==> config.mk <==
export PLATFORM = sky130hd
export DESIGN_NAME = c_token_scanner
export DESIGN_NICKNAME = d
export VERILOG_FILES = /design/src/design/cts_pkg.sv /design/src/design/c_token_scanner.sv
export VERILOG_INCLUDE_DIRS = /design/src /design/src/design
export SDC_FILE = /design/constraint.sdc
export NUM_CORES = 1
export LEC_CHECK = 0
export BUFFER_PORTS_ARGS = -buffer_cell sky130_fd_sc_hd__buf_2
export CORE_MARGIN = 2
export CORE_UTILIZATION = 60
export CTS_CLUSTER_SIZE = 40
export DETAILED_ROUTE_END_ITERATION = 8
export HOLD_SLACK_MARGIN = 0.12
export PLACE_DENSITY = 0.77
export SYNTH_ARGS = -nofsm -noshare
export SYNTH_HDL_FRONTEND = slang
export SYNTH_SLANG_ARGS = --single-unit
==> constraint.sdc <==
create_clock -name aclk -period 5.1 [get_ports aclk]
set_input_delay 0.51 -clock aclk [delete_from_list [all_inputs] [get_ports aclk]]
set_output_delay 0.51 -clock aclk [all_outputs]
set_load 0.005 [all_outputs]
==> src/design/c_token_scanner_defines.svh <==
// Assertion macros shared by the token scanner RTL.
`ifndef C_TOKEN_SCANNER_DEFINES_SVH
`define C_TOKEN_SCANNER_DEFINES_SVH

`ifndef SYNTHESIS

// Condition that must hold at every clock edge out of reset.
`define CTS_ASSERT_ALWAYS(lbl, clk, rstn, expr) \
    lbl: assert property (@(posedge clk) disable iff (!(rstn)) (expr)) \
        else $error("token scanner check failed");

// Same-cycle implication.
`define CTS_ASSERT_IMPL(lbl, clk, rstn, ante, cons) \
    lbl: assert property (@(posedge clk) disable iff (!(rstn)) (ante) |-> (cons)) \
        else $error("token scanner check failed");

// Next-cycle implication.
`define CTS_ASSERT_NEXT(lbl, clk, rstn, ante, cons) \
    lbl: assert property (@(posedge clk) disable iff (!(rstn)) (ante) |=> (cons)) \
        else $error("token scanner check failed");

`else

`define CTS_ASSERT_ALWAYS(lbl, clk, rstn, expr)
`define CTS_ASSERT_IMPL(lbl, clk, rstn, ante, cons)
`define CTS_ASSERT_NEXT(lbl, clk, rstn, ante, cons)

`endif

`endif

==> src/design/cts_pkg.sv <==
// Types, codes and byte-class decoders for the token scanner.
`default_nettype none

package cts_pkg;

    localparam int NUM_KW      = 20;
    localparam int KW_IDX_W    = 5;
    localparam int TOKEN_LEN_W = 7;

    // Token length saturates here; must fit in TOKEN_LEN_W bits.
    localparam int MAX_LEN     = 64;

    localparam logic [2:0] CLS_KEYWORD    = 3'd0;
    localparam logic [2:0] CLS_IDENTIFIER = 3'd1;
    localparam logic [2:0] CLS_CONSTANT   = 3'd2;
    localparam logic [2:0] CLS_OPERATOR   = 3'd3;
    localparam logic [2:0] CLS_SPECIAL    = 3'd4;
    localparam logic [2:0] CLS_UNKNOWN    = 3'd5;

    localparam logic [7:0] CH_QUOTE = 8'h22;

    // Keyword text right-justified: last character in the low byte.
    localparam logic [63:0] KW_TEXT [NUM_KW] = '{
        64'("int"), 64'("float"), 64'("return"), 64'("if"), 64'("else"),
        64'("while"), 64'("for"), 64'("do"), 64'("break"), 64'("continue"),
        64'("char"), 64'("double"), 64'("void"), 64'("switch"), 64'("case"),
        64'("default"), 64'("const"), 64'("static"), 64'("sizeof"),
        64'("struct")
    };

    localparam logic [3:0] KW_LEN [NUM_KW] = '{
        4'd3, 4'd5, 4'd6, 4'd2, 4'd4, 4'd5, 4'd3, 4'd2, 4'd5, 4'd8,
        4'd4, 4'd6, 4'd4, 4'd6, 4'd4, 4'd7, 4'd5, 4'd6, 4'd6, 4'd6
    };

    typedef struct packed {
        logic                   last;
        logic                   too_long;
        logic [7:0]             first_char;
        logic [TOKEN_LEN_W-1:0] token_length;
        logic [KW_IDX_W-1:0]    keyword_index;
        logic [2:0]             token_class;
    } result_t;

    // Byte at position pos of keyword k; only meaningful for pos < length.
    function automatic logic [7:0] kw_byte(input logic [63:0] text,
                                           input logic [3:0] len,
                                           input logic [2:0] pos);
        logic [2:0] sh;
        sh = 3'(len - 4'd1 - {1'b0, pos});
        return text[{sh, 3'b000} +: 8];
    endfunction

    function automatic logic is_space(input logic [7:0] c);
        return (c == 8'h20) || (c >= 8'h09 && c <= 8'h0D);
    endfunction

    function automatic logic is_punct(input logic [7:0] c);
        return (c >= 8'h21 && c <= 8'h2F) || (c >= 8'h3A && c <= 8'h40) ||
               (c >= 8'h5B && c <= 8'h60) || (c >= 8'h7B && c <= 8'h7E);
    endfunction

    function automatic logic [2:0] punct_class(input logic [7:0] c);
        logic [2:0] cls;
        unique case (c) inside
            8'h2B, 8'h2D, 8'h2A, 8'h2F, 8'h25, 8'h3D, 8'h21, 8'h3C, 8'h3E,
            8'h7C, 8'h26:
                cls = CLS_OPERATOR;
            8'h2C, 8'h3B, 8'h7B, 8'h7D, 8'h28, 8'h29, 8'h5B, 8'h5D, 8'h23:
                cls = CLS_SPECIAL;
            default:
                cls = CLS_IDENTIFIER;
        endcase
        return cls;
    endfunction

endpackage

`default_nettype wire

==> src/design/c_token_scanner.sv <==
// Byte-serial token scanner for C-like source text.
//
// Input channel: one source byte per beat on s_tdata; s_tlast marks end of
// text, flushes a pending token and returns the scanner to idle (the byte
// in that beat is ignored). Result channel: one token per beat on m_tdata;
// m_tlast flags the final token caused by one input beat (a word cut by
// punctuation gives two tokens from one beat).
// An accepted byte is registered in the input stage and decoded from there;
// its tokens are written to the output queue, which presents its head.
// Throughput: one byte per cycle while the output queue has room. The decode
// stage writes up to two tokens per cycle into a four-entry output queue; it
// holds while the queue has fewer than two free entries, so a stalled
// receiver stops s_tready and nothing is lost. When two tokens come from
// every byte, the output port limits the rate to one token per cycle.
// Reset (aresetn low, synchronous) empties the queue and the input stage
// and clears the pending token.
`default_nettype none

`include "c_token_scanner_defines.svh"

module c_token_scanner
    import cts_pkg::*;
(
    input  wire logic        aclk,
    input  wire logic        aresetn,
    input  wire logic        s_tvalid,
    output logic             s_tready,
    input  wire logic [7:0]  s_tdata,   // [7:0] ch
    input  wire logic        s_tlast,   // end_of_text
    output logic             m_tvalid,
    input  wire logic        m_tready,
    output logic [23:0]      m_tdata,   // [2:0] token_class, [7:3] keyword_index,
                                        // [14:8] token_length, [22:15] first_char,
                                        // [23] too_long
    output logic             m_tlast    // last
);

    localparam int LEN_W = $clog2(MAX_LEN + 1);
    localparam int Q_DEPTH = 4;
    localparam int Q_PTR_W = 2;
    localparam int Q_CNT_W = 3;

    // Input stage
    logic       in_valid_reg;
    logic [7:0] ch_reg;
    logic       eot_reg;

    // Token state
    logic              in_word_reg, in_word_next;
    logic              in_string_reg, in_string_next;
    logic [LEN_W-1:0]  length_reg, length_next;
    logic              all_digits_reg, all_digits_next;
    logic [NUM_KW-1:0] kw_alive_reg, kw_alive_next;
    logic [7:0]        start_byte_reg, start_byte_next;
    logic              overflow_reg, overflow_next;

    // Output queue
    result_t              q_mem [Q_DEPTH];
    logic [Q_PTR_W-1:0]   wr_ptr_reg;
    logic [Q_PTR_W-1:0]   rd_ptr_reg;
    logic [Q_CNT_W-1:0]   count_reg;
    logic [Q_CNT_W-1:0]   count_after_pop;

    logic       pop;
    logic       fire;
    logic [1:0] res_n;
    result_t    res0, res1;
    result_t    word_res;
    result_t    q_head;

    logic              kw_hit;
    logic [KW_IDX_W-1:0] kw_idx;
    logic [LEN_W-1:0]  len_inc;
    logic              ovf_inc;

    assign pop             = m_tvalid && m_tready;
    assign count_after_pop = count_reg - Q_CNT_W'(pop);
    assign fire            = in_valid_reg && (count_after_pop <= Q_CNT_W'(2));
    assign s_tready        = !in_valid_reg || fire;

    assign q_head   = q_mem[rd_ptr_reg];
    assign m_tvalid = (count_reg != '0);
    assign m_tdata  = {q_head.too_long, q_head.first_char, q_head.token_length,
                       q_head.keyword_index, q_head.token_class};
    assign m_tlast  = q_head.last;

    // Saturating length for one more byte
    always_comb begin
        if (length_reg < LEN_W'(MAX_LEN)) begin
            len_inc = length_reg + LEN_W'(1);
            ovf_inc = overflow_reg;
        end else begin
            len_inc = length_reg;
            ovf_inc = 1'b1;
        end
    end

    // Word classification from the match bits
    always_comb begin
        kw_hit = 1'b0;
        kw_idx = '0;
        for (int k = NUM_KW - 1; k >= 0; k--) begin
            if (kw_alive_reg[k] && (length_reg == LEN_W'(KW_LEN[k]))) begin
                kw_hit = 1'b1;
                kw_idx = KW_IDX_W'(k);
            end
        end
        if (overflow_reg) begin
            kw_hit = 1'b0;
        end
        word_res               = '0;
        word_res.token_length  = TOKEN_LEN_W'(length_reg);
        word_res.first_char    = start_byte_reg;
        if (kw_hit) begin
            word_res.token_class   = CLS_KEYWORD;
            word_res.keyword_index = kw_idx;
        end else begin
            word_res.token_class = all_digits_reg ? CLS_CONSTANT : CLS_IDENTIFIER;
            word_res.too_long    = overflow_reg;
        end
    end

    // Per-byte decode
    always_comb begin
        in_word_next    = in_word_reg;
        in_string_next  = in_string_reg;
        length_next     = length_reg;
        all_digits_next = all_digits_reg;
        kw_alive_next   = kw_alive_reg;
        start_byte_next = start_byte_reg;
        overflow_next   = overflow_reg;
        res_n           = 2'd0;
        res0            = '0;
        res1            = '0;

        if (eot_reg) begin
            if (in_word_reg) begin
                res0  = word_res;
                res_n = 2'd1;
            end else if (in_string_reg) begin
                res0.token_class  = CLS_UNKNOWN;
                res0.token_length = TOKEN_LEN_W'(length_reg);
                res0.first_char   = CH_QUOTE;
                res0.too_long     = overflow_reg;
                res_n             = 2'd1;
            end
            in_word_next    = 1'b0;
            in_string_next  = 1'b0;
            length_next     = '0;
            all_digits_next = 1'b1;
            kw_alive_next   = '1;
            start_byte_next = '0;
            overflow_next   = 1'b0;
        end else if (in_string_reg) begin
            if (ch_reg == CH_QUOTE) begin
                res0.token_class  = CLS_CONSTANT;
                res0.token_length = TOKEN_LEN_W'(len_inc);
                res0.first_char   = CH_QUOTE;
                res0.too_long     = ovf_inc;
                res_n             = 2'd1;
                in_string_next    = 1'b0;
                length_next       = '0;
                start_byte_next   = '0;
                overflow_next     = 1'b0;
            end else begin
                length_next   = len_inc;
                overflow_next = ovf_inc;
            end
        end else if (is_space(ch_reg)) begin
            if (in_word_reg) begin
                res0            = word_res;
                res_n           = 2'd1;
                in_word_next    = 1'b0;
                length_next     = '0;
                all_digits_next = 1'b1;
                kw_alive_next   = '1;
                start_byte_next = '0;
                overflow_next   = 1'b0;
            end
        end else if (is_punct(ch_reg)) begin
            in_word_next    = 1'b0;
            length_next     = '0;
            all_digits_next = 1'b1;
            kw_alive_next   = '1;
            start_byte_next = '0;
            overflow_next   = 1'b0;
            if (in_word_reg) begin
                res0  = word_res;
                res_n = 2'd1;
            end
            if (ch_reg == CH_QUOTE) begin
                in_string_next  = 1'b1;
                start_byte_next = CH_QUOTE;
                length_next     = LEN_W'(1);
            end else if (in_word_reg) begin
                res1.token_class  = punct_class(ch_reg);
                res1.token_length = TOKEN_LEN_W'(1);
                res1.first_char   = ch_reg;
                res_n             = 2'd2;
            end else begin
                res0.token_class  = punct_class(ch_reg);
                res0.token_length = TOKEN_LEN_W'(1);
                res0.first_char   = ch_reg;
                res_n             = 2'd1;
            end
        end else begin
            // word byte: narrow the keyword candidates by position
            in_word_next = 1'b1;
            if (!in_word_reg) begin
                start_byte_next = ch_reg;
            end
            for (int k = 0; k < NUM_KW; k++) begin
                if (!((length_reg < LEN_W'(KW_LEN[k])) &&
                      (kw_byte(KW_TEXT[k], KW_LEN[k], length_reg[2:0]) == ch_reg))) begin
                    kw_alive_next[k] = 1'b0;
                end
            end
            if (ch_reg < 8'h30 || ch_reg > 8'h39) begin
                all_digits_next = 1'b0;
            end
            length_next   = len_inc;
            overflow_next = ovf_inc;
        end

        res0.last = (res_n == 2'd1);
        res1.last = 1'b1;
    end

    // Input stage
    always_ff @(posedge aclk) begin
        if (!aresetn) begin
            in_valid_reg <= 1'b0;
        end else if (s_tready) begin
            in_valid_reg <= s_tvalid;
        end
        if (s_tready && s_tvalid) begin
            ch_reg  <= s_tdata;
            eot_reg <= s_tlast;
        end
    end

    // Token state
    always_ff @(posedge aclk) begin
        if (!aresetn) begin
            in_word_reg    <= 1'b0;
            in_string_reg  <= 1'b0;
            length_reg     <= '0;
            all_digits_reg <= 1'b1;
            kw_alive_reg   <= '1;
            start_byte_reg <= '0;
            overflow_reg   <= 1'b0;
        end else if (fire) begin
            in_word_reg    <= in_word_next;
            in_string_reg  <= in_string_next;
            length_reg     <= length_next;
            all_digits_reg <= all_digits_next;
            kw_alive_reg   <= kw_alive_next;
            start_byte_reg <= start_byte_next;
            overflow_reg   <= overflow_next;
        end
    end

    // Output queue storage
    always_ff @(posedge aclk) begin
        if (fire && res_n != 2'd0) begin
            q_mem[wr_ptr_reg] <= res0;
        end
        if (fire && res_n == 2'd2) begin
            q_mem[wr_ptr_reg + Q_PTR_W'(1)] <= res1;
        end
    end

    // Output queue pointers
    always_ff @(posedge aclk) begin
        if (!aresetn) begin
            wr_ptr_reg <= '0;
            rd_ptr_reg <= '0;
            count_reg  <= '0;
        end else begin
            if (fire) begin
                wr_ptr_reg <= wr_ptr_reg + Q_PTR_W'(res_n);
            end
            if (pop) begin
                rd_ptr_reg <= rd_ptr_reg + Q_PTR_W'(1);
            end
            count_reg <= count_after_pop + (fire ? Q_CNT_W'(res_n) : Q_CNT_W'(0));
        end
    end

    `CTS_ASSERT_ALWAYS(a_queue_bound, aclk, aresetn, count_reg <= Q_CNT_W'(Q_DEPTH))
    `CTS_ASSERT_ALWAYS(a_word_xor_string, aclk, aresetn, !(in_word_reg && in_string_reg))
    `CTS_ASSERT_IMPL(a_idle_len_zero, aclk, aresetn, !in_word_reg && !in_string_reg,
        length_reg == '0)
    `CTS_ASSERT_IMPL(a_ovf_saturated, aclk, aresetn, overflow_reg,
        length_reg == LEN_W'(MAX_LEN))
    `CTS_ASSERT_NEXT(a_result_shown, aclk, aresetn, fire && res_n != 2'd0, m_tvalid)

endmodule

`default_nettype wire
==> metrics.yaml <==
placement:
  postPlaceCellArea_mm2: 0.0100
  post-dp-hpwl_mm: 19.3
  dp_slack_ns: 1.17
  io_buffers: 39
  dp.cells: 1288
  gp_congestion: 0.995
clock_network:
  cts-root-buf: "clkbuf_16"
  cts_htree_levels: 4
  clock_latency_ns: 0.43
  clkSinkCount: 158
  cts_tree: "built"
  clock_path_buffers: 2
  clkTransAtPathRegs_ns: 0.07
  post-cts-setup-buffers: 0
  cts_buffers: 17
  ctsHoldBuffers: 0
  ctsResizeCount: 0
yosys:
  synth_top_cell_by_area: "dfxtp_1"
  synth_edf_count: 57
  synth_top_area_share_pct: 20.6
  yosysWarnings: 0
  ys_ff_latch: 158
  synth_commonest_cells: "dfxtp_1, o21ai_0, nand2_1"
  synthesis.nets: 1149
  synth.area.top_cells: "dfxtp_1, edfxtp_1, mux4_2, o21ai_0, nand3_1"
  ys.flop_type: "dfxtp_1"
  syn_area_mm2: 0.00983
  yosysUniqueCellTypes: 80
  synthCells: 1108
  async_flop_share_pct: 0
  ys_seq_area_share_pct: 38.0
  syn_area_per_cell_um2: 8.87
timing:
  fin_crit_ns: 4.04
  final.setup.tns_ns: 0
  finalSetupViolations: 0
  setup_slack_ns: 1.06
  max_freq_mhz: 247
  rsz0062_at_grt: "false"
  worstMarginPinSlew_ns: 0.903
  max-slew-margin-rel_pct: 39.8
  period_share_pct: 79.3
  report.final.slew_viol_count: 0
  fin_skew_ns: 0.00838
  holdWs_ns: 0.260
  hold_violations: 0
layout:
  largest_register_ffs: 100
  final_nets: 1132
  final_cells: 1320
  antenna_cells: 0
  fin_util_pct: 66.3
  fin_area_mm2: 0.0106
  area_growth_pct: 7.55
  drive_gt1_share_pct: 12.6
global_routing:
  grt_pass1_wl_mm: 44.4
  grt_antenna_before_repair: 0
  grt_max_degree: 41
  grt_usage_pct: 31.8
  grt_overflow: 0
  grt_pass1_vias: 8170
detailed_routing:
  vias: 8938
  routed_wl_mm: 27.9
  dr.max_layer_used: "met4"
  wl_met3_mm: 2.67
  viasPerCell: 6.77
  wl_met2_mm: 12.6
  ant_nets: 0
  drc: 0
  met1Wirelength_mm: 11.9
  avgRoutedWirePerCell_um: 21.2
  drt_iter0_drc: 1007
  dr.pass1.iters: 5
die:
  die_h_um: 132
  start_util_pct: 61.6
  ios: 40
  num_rows: 46
  core_mm2: 0.0159
  dieWidth_um: 132
  die_area_mm2: 0.0174
pwr:
  p_leak_nw: 3.64
  vdd_drop_max_uv: 230
  power_mw: 3.91
  p_per_area_mw_per_mm2: 370
setup_path:
  cp-startpoint: "ch_reg[6]$_DFFE_PP_"
  crit_fanout: 38
  cp.required_ns: 5.15
  r2r_setup_slack_ns: 1.06
  r2r_start: "ch_reg[6]$_DFFE_PP_"
  cp_data_arrival_time_ns: 4.09
  worstSetupStartpointType: "flop"
  end_kind: "flop"
  worst-setup-path-type: "flop to flop"
min_path:
  hp-class: "input port to flop"
  worstHoldStart: "s_tlast"
job:
  drv_cap: 0
outcome:
  outcome: "complete, no violations"
worst max-delay path, stage by stage, from the launching register on:
cell and delay, ns:
edfxtp_1 0.62, nor4b_1 0.64, and2_0 0.34, clkinv_1 0.29
ha_1 0.37, o211ai_1 0.15, a31oi_4 0.18, o211ai_1 0.19
buf_4 0.40, nand2_1 0.46
cells by family after synthesis:
group / after synthesis / synth area share, %
and+or+nand+nor: 369 / 19.5
AOI/OAI and AO/OA: 337 / 21.9
DFF: 158 / 38.0
buffers and inverters: 131 / 5.79
xor gates and xnor gates: 53 / 4.72
muxes: 32 / 6.46
adders and majority gates: 28 / 3.64
worst paths after layout:
path                                    end  cells past startpoint
hold reg to reg   q_mem[1][23]$_SDFFE_PP0P_                      2
setup reg to reg      q_mem[0][2]$_DFFE_PP_                      9
setup / recovery      q_mem[0][2]$_DFFE_PP_                      9
hold / removal            eot_reg$_DFFE_PP_                      1
where the power goes:
| part | total [mW] | leakage [nW] | internal, mW | switching (mW) |
|---|---|---|---|---|
| registers | 1.58 | 1.32 | 1.42 | 0.154 |
| logic | 1.12 | 2.06 | 0.449 | 0.672 |
| clock network | 1.21 | 0.258 | 0.674 | 0.538 |
| total | 3.91 | 3.64 | 2.55 | 1.36 |
routing by layer:
| metal | vias up | track usage [%] |
|---|---|---|
| met5 | - | 0 |
| li1 | 4117 | - |
| met1 | 4253 | 45.2 |
| met2 | 517 | 48.2 |
| met4 | 0 | 11.5 |
| met3 | 51 | 6.69 |
cells in the final DEF, fill, tap and decap left out, types with 7 or more instances in the layout:
| master | Yosys | final |
|---|---|---|
| and2_1 | 12 | 12 |
| o21ai_0 | 101 | 100 |
| nand3_1 | 76 | 76 |
| nand2b_1 | 9 | 9 |
| a221oi_1 | 8 | 8 |
| xor2_1 | 21 | 21 |
| nand4_1 | 7 | 7 |
| a21oi_1 | 64 | 64 |
| nand2_1 | 91 | 91 |
| or3_1 | 10 | 10 |
| buf_4 | 0 | 20 |
| o211ai_1 | 10 | 10 |
| ha_1 | 27 | 27 |
| nor2b_1 | 12 | 12 |
| nor4_1 | 15 | 15 |
| mux4_2 | 25 | 25 |
| clkbuf_16 | 0 | 17 |
| o21ai_1 | 13 | 14 |
| and3_1 | 13 | 13 |
| dfxtp_1 | 101 | 100 |
| nor3_1 | 24 | 24 |
| xnor2_1 | 32 | 32 |
| inv_1 | 33 | 33 |
| edfxtp_1 | 57 | 57 |
| o22ai_1 | 45 | 45 |
| a31oi_1 | 13 | 13 |
| buf_2 | 14 | 39 |
| a22oi_1 | 13 | 13 |
| nor2_1 | 57 | 57 |
final cells by class:
cell class / count / area [um^2]
sequential: 158 / 3730
clock buffer: 17 / 425
multi-input combinational: 819 / 5520
fill: 1327 / 5380
clock inverter: 15 / 134
tap: 216 / 270
timing repair buffer: 59 / 345
inverter: 36 / 135
Power figures use the tool's default switching activity.
